===== src/sv/hh4d_pkg.sv =====
// Shared types, codes and constants of the HCI H4 receive deframer.
package hh4d_pkg;

   // Packet type bytes
   localparam logic [7:0] TYPE_EVT = 8'h04;
   localparam logic [7:0] TYPE_ACL = 8'h02;

   // Header lengths minus one, used as last run index
   localparam logic [1:0] EVT_HDR_LAST = 2'd1;
   localparam logic [1:0] ACL_HDR_LAST = 2'd3;

   // Register reset values
   localparam logic [7:0]  MAX_EVT_RESET = 8'd255;
   localparam logic [15:0] MAX_ACL_RESET = 16'd1024;

   // Configuration register indexes
   localparam int          CSR_INDEX_W      = 2;
   localparam logic [1:0]  CSR_MAX_EVENT    = 2'd0;
   localparam logic [1:0]  CSR_MAX_ACL      = 2'd1;

   // Result status codes
   localparam logic [1:0] STATUS_DATA         = 2'd0;
   localparam logic [1:0] STATUS_UNKNOWN_TYPE = 2'd1;
   localparam logic [1:0] STATUS_OVERSIZE     = 2'd2;

   // Command queue
   localparam int QUEUE_DEPTH = 4;
   localparam int QUEUE_PTR_W = $clog2(QUEUE_DEPTH);
   localparam int QUEUE_CNT_W = $clog2(QUEUE_DEPTH + 1);

   // Work the front hands to the back
   typedef enum logic [1:0] {
      OP_UNKNOWN_TYPE,
      OP_OVERSIZE,
      OP_HEADER_RUN,
      OP_PAYLOAD
   } cmd_op_type;

   typedef struct packed {
      cmd_op_type       op;
      logic             kind;      // 0 event, 1 ACL
      logic             len_zero;  // header run is the whole packet
      logic             last;      // payload byte ends the packet
      logic [7:0]       data;      // payload byte
      logic [3:0][7:0]  hdr;       // header bytes, entry 0 first
   } cmd_type;

endpackage


===== src/sv/hci_h4_receive_deframer.sv =====
// Top level of the HCI H4 receive deframer.
// Splits a received UART byte stream into HCI H4 event and ACL packets. A
// front end takes one byte per cycle whenever its four-entry command queue
// has room, tracks type, header and payload, and turns each byte into zero
// or one command; a result sequencer behind the queue emits one result beat
// per cycle while the output is not stalled, through a registered output
// stage. A known type byte, a non-final header byte or a discarded payload
// byte makes no result; payload and unknown type bytes make one; the final
// header byte makes one beat for an oversize packet, else two (event) or
// four (ACL) beats. The output sequencer's one beat per cycle sets the
// sustained rate. Configuration writes complete in the cycle they are
// presented and must be made while the block is idle; index 0 is the event
// payload limit, index 1 the ACL payload limit, other indexes are ignored.
module hci_h4_receive_deframer (
   input  logic                              clock,
   input  logic                              reset,
   input  logic                              req_valid,
   output logic                              req_ready,
   input  logic [7:0]                        req_rx_byte,
   output logic                              rsp_valid,
   input  logic                              rsp_ready,
   output logic [7:0]                        rsp_data_byte,
   output logic                              rsp_packet_kind,
   output logic                              rsp_packet_start,
   output logic                              rsp_packet_end,
   output logic [1:0]                        rsp_status,
   output logic                              rsp_run_last,
   input  logic                              csr_valid,
   output logic                              csr_ready,
   input  logic [hh4d_pkg::CSR_INDEX_W-1:0]  csr_index,
   input  logic [15:0]                       csr_data
);

   hh4d_pkg::cmd_type push_cmd;
   hh4d_pkg::cmd_type head_cmd;
   logic              push;
   logic              full;
   logic              pop;
   logic              head_valid;

   assign csr_ready = 1'b1;

   hh4d_front u_front (
      .clock      (clock),
      .reset      (reset),
      .req_valid  (req_valid),
      .req_ready  (req_ready),
      .rx_byte    (req_rx_byte),
      .csr_valid  (csr_valid),
      .csr_index  (csr_index),
      .csr_data   (csr_data),
      .queue_full (full),
      .cmd_push   (push),
      .cmd        (push_cmd)
   );

   hh4d_queue u_queue (
      .clock      (clock),
      .reset      (reset),
      .push       (push),
      .push_cmd   (push_cmd),
      .full       (full),
      .pop        (pop),
      .head_valid (head_valid),
      .head_cmd   (head_cmd)
   );

   hh4d_back u_back (
      .clock            (clock),
      .reset            (reset),
      .head_valid       (head_valid),
      .head_cmd         (head_cmd),
      .pop              (pop),
      .rsp_valid        (rsp_valid),
      .rsp_ready        (rsp_ready),
      .rsp_data_byte    (rsp_data_byte),
      .rsp_packet_kind  (rsp_packet_kind),
      .rsp_packet_start (rsp_packet_start),
      .rsp_packet_end   (rsp_packet_end),
      .rsp_status       (rsp_status),
      .rsp_run_last     (rsp_run_last)
   );

endmodule


===== src/sv/hh4d_front.sv =====
// Front end: accepts UART bytes, tracks packet framing and issues commands.
module hh4d_front (
   input  logic                               clock,
   input  logic                               reset,
   input  logic                               req_valid,
   output logic                               req_ready,
   input  logic [7:0]                         rx_byte,
   input  logic                               csr_valid,
   input  logic [hh4d_pkg::CSR_INDEX_W-1:0]   csr_index,
   input  logic [15:0]                        csr_data,
   input  logic                               queue_full,
   output logic                               cmd_push,
   output hh4d_pkg::cmd_type                  cmd
);

   typedef enum logic [1:0] {
      PH_TYPE,
      PH_HEADER,
      PH_PAYLOAD,
      PH_DISCARD
   } phase_type;

   phase_type       phase_ff, phase_in;
   logic            kind_ff, kind_in;
   logic [1:0]      hcount_ff, hcount_in;
   logic [15:0]     remain_ff, remain_in;
   logic [3:0][7:0] store_ff, store_in;
   logic [7:0]      max_evt_ff, max_evt_in;
   logic [15:0]     max_acl_ff, max_acl_in;

   logic            accept;
   logic            hdr_last;
   logic [15:0]     pay_len;
   logic [15:0]     max_len;
   logic [3:0][7:0] hdr_next;
   logic [15:0]     remain_dec;

   assign req_ready = !queue_full;
   assign accept    = req_valid && req_ready;

   // Header bytes including the one arriving now
   always_comb begin
      hdr_next            = store_ff;
      hdr_next[hcount_ff] = rx_byte;
   end

   assign hdr_last   = kind_ff ? (hcount_ff == hh4d_pkg::ACL_HDR_LAST)
                               : (hcount_ff == hh4d_pkg::EVT_HDR_LAST);
   assign pay_len    = kind_ff ? {rx_byte, store_ff[2]} : {8'h00, rx_byte};
   assign max_len    = kind_ff ? max_acl_ff : {8'h00, max_evt_ff};
   assign remain_dec = remain_ff - 16'd1;

   // Configuration writes
   always_comb begin
      max_evt_in = max_evt_ff;
      max_acl_in = max_acl_ff;
      if (csr_valid) begin
         unique case (csr_index)
            hh4d_pkg::CSR_MAX_EVENT: max_evt_in = csr_data[7:0];
            hh4d_pkg::CSR_MAX_ACL:   max_acl_in = csr_data;
            default: ;
         endcase
      end
   end

   // Framing state machine
   always_comb begin
      phase_in  = phase_ff;
      kind_in   = kind_ff;
      hcount_in = hcount_ff;
      remain_in = remain_ff;
      store_in  = store_ff;
      cmd_push  = 1'b0;
      cmd.op       = hh4d_pkg::OP_UNKNOWN_TYPE;
      cmd.kind     = kind_ff;
      cmd.len_zero = 1'b0;
      cmd.last     = 1'b0;
      cmd.data     = rx_byte;
      cmd.hdr      = hdr_next;
      if (accept) begin
         unique case (phase_ff)
            PH_TYPE: begin
               if (rx_byte == hh4d_pkg::TYPE_EVT || rx_byte == hh4d_pkg::TYPE_ACL) begin
                  kind_in   = (rx_byte == hh4d_pkg::TYPE_ACL);
                  hcount_in = 2'd0;
                  phase_in  = PH_HEADER;
               end else begin
                  cmd_push = 1'b1;
                  cmd.op   = hh4d_pkg::OP_UNKNOWN_TYPE;
                  cmd.kind = 1'b0;
               end
            end
            PH_HEADER: begin
               store_in  = hdr_next;
               hcount_in = hcount_ff + 2'd1;
               if (hdr_last) begin
                  hcount_in = 2'd0;
                  remain_in = pay_len;
                  cmd_push  = 1'b1;
                  if (pay_len > max_len) begin
                     cmd.op   = hh4d_pkg::OP_OVERSIZE;
                     phase_in = PH_DISCARD;
                  end else begin
                     cmd.op       = hh4d_pkg::OP_HEADER_RUN;
                     cmd.len_zero = (pay_len == 16'd0);
                     phase_in     = (pay_len == 16'd0) ? PH_TYPE : PH_PAYLOAD;
                  end
               end
            end
            PH_PAYLOAD: begin
               remain_in = remain_dec;
               cmd_push  = 1'b1;
               cmd.op    = hh4d_pkg::OP_PAYLOAD;
               cmd.last  = (remain_dec == 16'd0);
               if (remain_dec == 16'd0) phase_in = PH_TYPE;
            end
            PH_DISCARD: begin
               remain_in = remain_dec;
               if (remain_dec == 16'd0) phase_in = PH_TYPE;
            end
            default: ;
         endcase
      end
   end

   always_ff @(posedge clock) begin
      if (reset) begin
         phase_ff   <= PH_TYPE;
         kind_ff    <= 1'b0;
         hcount_ff  <= 2'd0;
         remain_ff  <= 16'd0;
         max_evt_ff <= hh4d_pkg::MAX_EVT_RESET;
         max_acl_ff <= hh4d_pkg::MAX_ACL_RESET;
      end else begin
         phase_ff   <= phase_in;
         kind_ff    <= kind_in;
         hcount_ff  <= hcount_in;
         remain_ff  <= remain_in;
         max_evt_ff <= max_evt_in;
         max_acl_ff <= max_acl_in;
      end
      // header bytes carry no reset
      store_ff <= store_in;
   end

endmodule


===== src/sv/hh4d_queue.sv =====
// Short command queue between the front end and the result sequencer.
module hh4d_queue (
   input  logic               clock,
   input  logic               reset,
   input  logic               push,
   input  hh4d_pkg::cmd_type  push_cmd,
   output logic               full,
   input  logic               pop,
   output logic               head_valid,
   output hh4d_pkg::cmd_type  head_cmd
);

   hh4d_pkg::cmd_type                 entry_ff [hh4d_pkg::QUEUE_DEPTH];
   logic [hh4d_pkg::QUEUE_PTR_W-1:0]  wr_ptr_ff, wr_ptr_in;
   logic [hh4d_pkg::QUEUE_PTR_W-1:0]  rd_ptr_ff, rd_ptr_in;
   logic [hh4d_pkg::QUEUE_CNT_W-1:0]  count_ff, count_in;

   assign full       = (count_ff == hh4d_pkg::QUEUE_CNT_W'(hh4d_pkg::QUEUE_DEPTH));
   assign head_valid = (count_ff != '0);
   assign head_cmd   = entry_ff[rd_ptr_ff];

   // Pointer and fill count update
   always_comb begin
      wr_ptr_in = push ? wr_ptr_ff + 1'b1 : wr_ptr_ff;
      rd_ptr_in = pop  ? rd_ptr_ff + 1'b1 : rd_ptr_ff;
      count_in  = count_ff;
      if (push && !pop) count_in = count_ff + 1'b1;
      if (pop && !push) count_in = count_ff - 1'b1;
   end

   always_ff @(posedge clock) begin
      if (reset) begin
         wr_ptr_ff <= '0;
         rd_ptr_ff <= '0;
         count_ff  <= '0;
      end else begin
         wr_ptr_ff <= wr_ptr_in;
         rd_ptr_ff <= rd_ptr_in;
         count_ff  <= count_in;
      end
   end

   // Entry storage
   always_ff @(posedge clock) begin
      if (push) entry_ff[wr_ptr_ff] <= push_cmd;
   end

   // Fill count never exceeds the depth
   a_count_bound: assert property (@(posedge clock) disable iff (reset)
      count_ff <= hh4d_pkg::QUEUE_CNT_W'(hh4d_pkg::QUEUE_DEPTH))
      else $error("queue count overflow");

   // No pop from an empty queue
   a_no_underflow: assert property (@(posedge clock) disable iff (reset)
      pop |-> head_valid)
      else $error("queue underflow");

   // No push into a full queue
   a_no_overflow: assert property (@(posedge clock) disable iff (reset)
      push |-> !full)
      else $error("queue overflow");

   // Count rises by one after a push without a pop
   a_ptr_count: assert property (@(posedge clock) disable iff (reset)
      (push && !pop) |=> (count_ff == $past(count_ff) + 1'b1))
      else $error("queue count mismatch");

endmodule


===== src/sv/hh4d_back.sv =====
// Result sequencer: expands queued commands into result beats, one per cycle while the output is not stalled.
module hh4d_back (
   input  logic               clock,
   input  logic               reset,
   input  logic               head_valid,
   input  hh4d_pkg::cmd_type  head_cmd,
   output logic               pop,
   output logic               rsp_valid,
   input  logic               rsp_ready,
   output logic [7:0]         rsp_data_byte,
   output logic               rsp_packet_kind,
   output logic               rsp_packet_start,
   output logic               rsp_packet_end,
   output logic [1:0]         rsp_status,
   output logic               rsp_run_last
);

   logic [1:0] idx_ff, idx_in;
   logic       valid_ff, valid_in;
   logic [7:0] data_ff, data_in;
   logic       kind_ff, kind_in;
   logic       start_ff, start_in;
   logic       end_ff, end_in;
   logic [1:0] status_ff, status_in;
   logic       last_ff, last_in;

   logic       slot_free;
   logic       emit;
   logic [1:0] run_last_idx;

   assign slot_free    = !valid_ff || rsp_ready;
   assign emit         = slot_free && head_valid;
   assign run_last_idx = head_cmd.kind ? hh4d_pkg::ACL_HDR_LAST : hh4d_pkg::EVT_HDR_LAST;

   // Build the next result beat from the queue head
   always_comb begin
      idx_in    = idx_ff;
      valid_in  = valid_ff && !rsp_ready;
      data_in   = data_ff;
      kind_in   = kind_ff;
      start_in  = start_ff;
      end_in    = end_ff;
      status_in = status_ff;
      last_in   = last_ff;
      pop       = 1'b0;
      if (emit) begin
         valid_in  = 1'b1;
         kind_in   = head_cmd.kind;
         start_in  = 1'b0;
         end_in    = 1'b0;
         data_in   = 8'h00;
         last_in   = 1'b1;
         pop       = 1'b1;
         unique case (head_cmd.op)
            hh4d_pkg::OP_UNKNOWN_TYPE: begin
               status_in = hh4d_pkg::STATUS_UNKNOWN_TYPE;
               kind_in   = 1'b0;
            end
            hh4d_pkg::OP_OVERSIZE: begin
               status_in = hh4d_pkg::STATUS_OVERSIZE;
            end
            hh4d_pkg::OP_HEADER_RUN: begin
               status_in = hh4d_pkg::STATUS_DATA;
               data_in   = head_cmd.hdr[idx_ff];
               start_in  = (idx_ff == 2'd0);
               last_in   = (idx_ff == run_last_idx);
               end_in    = last_in && head_cmd.len_zero;
               pop       = last_in;
               idx_in    = last_in ? 2'd0 : idx_ff + 2'd1;
            end
            hh4d_pkg::OP_PAYLOAD: begin
               status_in = hh4d_pkg::STATUS_DATA;
               data_in   = head_cmd.data;
               end_in    = head_cmd.last;
            end
            default: ;
         endcase
      end
   end

   always_ff @(posedge clock) begin
      if (reset) begin
         idx_ff   <= 2'd0;
         valid_ff <= 1'b0;
      end else begin
         idx_ff   <= idx_in;
         valid_ff <= valid_in;
      end
      data_ff   <= data_in;
      kind_ff   <= kind_in;
      start_ff  <= start_in;
      end_ff    <= end_in;
      status_ff <= status_in;
      last_ff   <= last_in;
   end

   assign rsp_valid        = valid_ff;
   assign rsp_data_byte    = data_ff;
   assign rsp_packet_kind  = kind_ff;
   assign rsp_packet_start = start_ff;
   assign rsp_packet_end   = end_ff;
   assign rsp_status       = status_ff;
   assign rsp_run_last     = last_ff;

endmodule

===== config.mk =====
export PLATFORM = sky130hd
export DESIGN_NAME = hci_h4_receive_deframer
export DESIGN_NICKNAME = d
export VERILOG_FILES = /design/src/sv/hh4d_pkg.sv /design/src/sv/hci_h4_receive_deframer.sv /design/src/sv/hh4d_front.sv /design/src/sv/hh4d_queue.sv /design/src/sv/hh4d_back.sv
export SDC_FILE = /design/constraint.sdc
export NUM_CORES = 1
export LEC_CHECK = 0
export ABC_AREA = 1
export BUFFER_PORTS_ARGS = -buffer_cell sky130_fd_sc_hd__buf_2
export CAP_MARGIN = 20
export CORE_MARGIN = 5
export CORE_UTILIZATION = 41
export DETAILED_ROUTE_END_ITERATION = 16
export PLACE_DENSITY = 0.64
export SLEW_MARGIN = 20
export SYNTH_ARGS = -nofsm -noshare
export SYNTH_HDL_FRONTEND = slang
export SYNTH_HIERARCHICAL = 1
export SYNTH_SLANG_ARGS = --single-unit
export TNS_END_PERCENT = 1

===== constraint.sdc =====
create_clock -name clock -period 5.9 [get_ports clock]
set_input_delay 0.59 -clock clock [delete_from_list [all_inputs] [get_ports clock]]
set_output_delay 0.59 -clock clock [all_outputs]
set_load 0.005 [all_outputs]

======== After elaboration in Yosys (flattened, before gate mapping) ========
Memory sizes are Yosys's and may differ from the RTL's. A register that Yosys moved wholly into a read port is not among the register bits.
Index checks and enable logic that the tools add are counted.
storage, ports and cells
  bits in writable memories ............... 180
  output and inout port bits .............. 17
  bits in latches ......................... 0
  memories kept ........................... 1
  register bits ........................... 101
  ROM bits ................................ 0
operators by class
  divide/modulo/power cells ............... 0
  multiply operators ...................... 0
  reduce and logical (&&, ||, !) cells .... 34
  order comparisons ....................... 4
  eq/ne operators ......................... 16
  multiplexer cells ....................... 47
  bitwise logic cells ..................... 0
  add/sub/neg operators ................... 7
  shifts and indexed selects .............. 0
memory list
  name              words  bits a word  rd ports  clocked after memory_dff  wr ports  RTL line          source
  u_queue.entry_ff  4      45           1         1                         1         hh4d_queue.sv:13  hh4d_pkg::cmd_type entry_ff [hh4d_pkg::QUEUE_DEPTH];
operators by type and width
  operator               count
  $mux 16                3
  $bwmux 32              1
  $logic_not 16->1       2
  $pmux 16 s2            1
  $mux 2                 13
  $pmux 2 s3             3
  $bmux 8 s2             1
  $demux 8 s2            1
  $gt 16x16->1           1
  $mux 8                 2
  $pmux 8 s2             1
  $sub 16x1->16 const B  1
  $mux 1                 15
  $eq 2x2->1 const B     5
  $reduce_and 3->1       3
  $add 2x1->2 const B    4
  $eq 2x1->1 const B     4
  $eq 8x2->1 const B     1
  $eq 8x3->1 const B     1
  $logic_not 2->1        4
  $reduce_and 2->1       4
  $logic_and 1x1->1      7
  $lt 2x3->1 const B     2
  $mux 3                 2
  16 further kinds       26

======== Longest topological paths before layout ========
  depth after elaboration ................. 8
  mapped depth ............................ 20

======== Cells and area by module ========
Netlist, hierarchy kept.
modules (own cells, without submodules)
  module                   instances  area each (um^2)  sequential area each (um^2)  cells each
  hh4d_queue               1          7170.6            5585.4                       494
  hh4d_front               1          4615.7            1861.8                       602
  hh4d_back                1          1041.0            480.5                        131
  hci_h4_receive_deframer  1          11.3              0.0                          2

======== Worst setup path after synthesis ========
No wires, ideal clock.
  path type ............................... input-to-reg
  start ................................... input req_rx_byte[1]
  end ..................................... memory u_queue/entry_ff[0][0] in the netlist's numbering, enable pin
  buffers on the path ..................... 0
  setup slack ............................. 3.160 ns
  arrival time ............................ 2.341 ns
  stages on the path ...................... 10
  path through ............................ inv_1 -> nor2_1 -> nand2_1 -> nand2_1 -> and2_1 -> nor2_1 -> o21ai_0 -> nor2_1 -> nand2_1 -> inv_1
between the ends
  word-level cells in the longest chain between the ends .. 7
  elaborated cells on any way between the ends .. 8
RTL lines
  what                                             RTL line                       source
  start: declaration                               hci_h4_receive_deframer.sv:19  input logic [7:0] req_rx_byte,
  $eq 8x3->1 / $eq 8x2->1 (equally long branches)  hh4d_front.sv:83               if (rx_byte == hh4d_pkg::TYPE_EVT || rx_byte == hh4d_pkg::TYPE_ACL) begin
  $logic_or 1x1->1 (*)                             hh4d_front.sv:83
  $mux 1 (*)                                       hh4d_front.sv:83
  $pmux 1 s3 (*)                                   hh4d_front.sv:81               unique case (phase_ff)
  $mux 1 (*)                                       hh4d_front.sv:80               if (accept) begin
  via push                                         hci_h4_receive_deframer.sv:36  logic push;
  $mux 1 (*)                                       hh4d_queue.sv:45               if (push) entry_ff[wr_ptr_ff] <= push_cmd;
  $mux 1 (implied by the code) (*)                 hh4d_queue.sv:45
  end: declaration                                 hh4d_queue.sv:13
The timed path passes the listed nets; every way through them passes the cells marked *.

==> metrics.md <==
| Metric | Value |
|---|---|
| Status | `completed` |
| Pwr Density | `442 nW/um^2` |
| Vias in the first global route | `8476` |
| Hold Vio Cnt, Final | `0` |
| Clk sinks | `283` |
| Static Leak | `5.40 nW` |
| Cts hold-fix bufs | `0` |
| Cell taking the most area after synthesis | `edfxtp_1` |
| Slew @ Worst Pin | `1.09 ns` |
| Busiest grt layer | `met2` |
| Core Rows | `64` |
| Switch share | `33.3%` |
| Pre-CTS setup slack | `2.36 ns` |
| GR Layer Usage met2 | `27.6%` |
| M3 GR Usage | `3.17%` |
| Die W | `187 um` |
| IO buf count | `46` |
| Effective utilization at floorplan | `41.8%` |
| CTS clk-pin slew, worst paths | `0.06 ns` |
| FF+latch count, synth | `283` |
| Clock network power share | `30.8%` |
| Ant diodes | `0` |
| Share of cells above drive strength 1 | `11.5%` |
| CP Class | `register to register` |
| Avg Cell Area, Syn | `10.4 sq um` |
| Ports | `48` |
| TritonCTS clock tree | `built` |
| CTS-repair resized insts | `0` |
| Initial antenna violation count | `0` |
| Setup ws final | `2.36 ns` |
| Total negative slack | `0 ns` |
| Clock root cell | `clkbuf_16` |
| Die area | `35000 sq um` |
| Skew final | `0.0260 ns` |
| Max transition margin | `27.4%` |
| Wire per inst | `18.0 um` |
| F_max | `283 MHz` |
| Worst skew pair latency | `0.57 ns` |
| Min-delay worst type | `input port to register` |
| Max Slew Vio Count | `0` |
| Max Cap Viol | `0` |
| Combinational Power Share | `27.3%` |
| Net Switching | `0.00209 W` |
| Setup violators final | `0` |
| Worst setup EP type | `register` |
| CTS buffer count | `31` |
| Nets | `1314` |
| DRT antenna net count | `0` |
| DP Wirelength | `18700 um` |
| Internal power | `0.00419 W` |
| Total global routing overflow | `0` |
| # Post-CTS Setup Buffers | `0` |
| Clock tree buffer depth | `3` |
| VDD IR max | `0.231 mV` |
| Post-synthesis instance area | `12800 sq um` |
| Worst EP arrival | `4.05 ns` |
| Placer Congestion | `0.839` |
| Sequential area share after synthesis | `61.7%` |
| DRT iter0 DRCs | `720` |
| CTS H-tree lvls | `1` |
| Die Height | `187 um` |
| Via count | `8930` |
| DRT Pass-1 Iters | `5` |
| Worst Path Required | `6.41 ns` |
| Synth warnings | `6` |
| First-pass GRT wire length | `46800 um` |
| Overall global routing resource usage | `16.6%` |
| CP Launch Type | `register` |
| FILL cells | `2850` |
| Yosys top cell area share | `52.9%` |
| Layout area overhead | `10.6%` |
| CP Max Fanout | `90` |
| Finished Core Util | `46.2%` |
| Period minus WS final | `3.54 ns` |
| Sequential share of power | `41.9%` |
| Residual DRC | `0` |
| Min Hold Slack | `0.234 ns` |
| Tcrit/Tclk final | `59.9%` |
| Met1 usage | `22.5%` |
| Total routed wirelength | `30000 um` |
| Vias/cell | `5.35` |
| Post-synthesis cell count | `1229` |
| Post-synth cell types | `44` |
| Largest net degree at the start of global routing | `91` |
| Core area | `30700 sq um` |
| Syn_nets | `1294` |
| Unrepaired setup endpoints after global routing | `no` |
| Area contributors post-synth | `edfxtp_1 (53%), dfxtp_1 (8.9%), nor2_1 (5.6%), nand2_1 (5.0%), ha_1 (3.2%)` |
worst max-delay path: stages, from the launching register on:
cell and delay, ns:
dfxtp_2 0.48, inv_8 0.46, o21ai_1 0.12, o22ai_1 0.76
inv_2 0.09, nor2_4 0.29, a21oi_1 0.19, ha_1 0.27
fa_1 0.42, nand2_1 0.09, nand2_1 0.05, nor2_1 0.08
nor2_1 0.04, nor2_1 0.08
power groups by stage:
| stage | clock [W] | sequential [W] | combinational [W] |
|---|---|---|---|
| after floorplan | 0 | 0.00263 | 0.00133 |
| after global placement | 0 | 0.00267 | 0.00168 |
| after detailed placement | 0 | 0.00268 | 0.00171 |
| after CTS | 0.00197 | 0.00264 | 0.00172 |
| after global routing | 0.00205 | 0.00266 | 0.00192 |
| final | 0.00193 | 0.00263 | 0.00172 |
per-stage QoR:
step	area (sq um)	total power (W)	instances
after global routing	14200	0.00664	1670
after floorplan	12800	0.00396	1229
after global placement	13200	0.00435	1612
final	14200	0.00628	1670
after detailed placement	13200	0.00439	1612
after CTS	14200	0.00633	1670
worst paths after layout:
path                            cells past startpoint                     end  slack [ns]             startpoint
worst min-delay path                                3  u_front/max_acl_ff[10]        0.23           csr_data[10]
worst max register to register                     13     u_queue/count_ff[2]        2.36               register
worst max-delay path                               13     u_queue/count_ff[2]        2.36               register
worst min register to register                      2   u_front/max_evt_ff[7]        0.46  u_front/max_evt_ff[7]
cells in the mapped netlist (all sizes together):
master / n
ha: 33
xnor2: 1
fa: 1
nand3: 71
edfxtp: 226
mux2: 12
dfxtp: 57
nor4: 3
conb: 1
buf: 55
and2: 1
clkbuf: 10
o21bai: 1
a211oi: 12
inv: 93
o21a: 1
o22ai: 45
nand4: 9
nor2: 200
and3: 2
nor3: 5
a221oi: 11
mux2i: 7
o21ai: 136
clkinv: 2
a21boi: 1
a21oi: 45
nand2: 184
a31oi: 1
xor2: 3
final cells by class:
| cell class | count | area, sq um | share of cell area, % |
|---|---|---|---|
| multi-input cells | 786 | 4100 | 28.9 |
| inverters | 95 | 375 | 2.64 |
| repair buffers | 52 | 275 | 1.94 |
| flip-flops and latches | 283 | 7930 | 55.8 |
| clock inverters | 12 | 148 | 1.04 |
| well taps | 396 | 495 | 3.49 |
| clock buffers | 46 | 882 | 6.21 |
cells by family after synthesis:
| family | synth area share [%] |
|---|---|
| buffers and inverters | 6.39 |
| multiplexers | 1.60 |
| XOR/XNOR | 0.273 |
| AND/OR/NAND/NOR | 15.7 |
| flip-flops | 61.7 |
| AO/OA/AOI/OAI | 10.9 |
| adder cells (fa/ha/maj) | 3.37 |
| other | 0.0292 |
layer usage:
layer	share of wire, %	vias up
li1	-	4329
met1	44	4262
met2	47	279
met3	6.8	60
met4	2.4	0
met5	0	-
cells in the final DEF, fill, tap and decap left out, types with 7 or more instances in the layout:
cell       netlist  routed
edfxtp_1       226     226
nor2_1         190     189
nand2_1        172     172
inv_1           86      82
o21ai_1         77      77
nand3_1         69      69
o21ai_0         59      59
dfxtp_1         57      56
buf_2           21      46
a21oi_1         45      45
o22ai_1         45      45
ha_1            33      33
clkbuf_16        0      31
mux2_2          12      12
a211oi_1        12      12
nand2_2         11      11
a221oi_1        11      11
clkbuf_1        10      10
nand4_1          9       9
inv_2            5       7
mux2i_1          7       7
flip-flops by register name (all words and copies together), names as in the netlist, 2 cells and up, named ones only:
| register | count |
|---|---|
| u_back/idx_ff | 2 |
| u_back/rsp_data_byte | 8 |
| u_back/rsp_status | 2 |
| u_front/hcount_ff | 2 |
| u_front/max_acl_ff | 16 |
| u_front/max_evt_ff | 8 |
| u_front/phase_ff | 2 |
| u_front/remain_ff | 16 |
| u_front/store_ff | 32 |
| u_queue/count_ff | 3 |
| u_queue/entry_ff | 180 |
| u_queue/rd_ptr_ff | 2 |
| u_queue/wr_ptr_ff | 2 |
(Power assumes the default switching activity.)
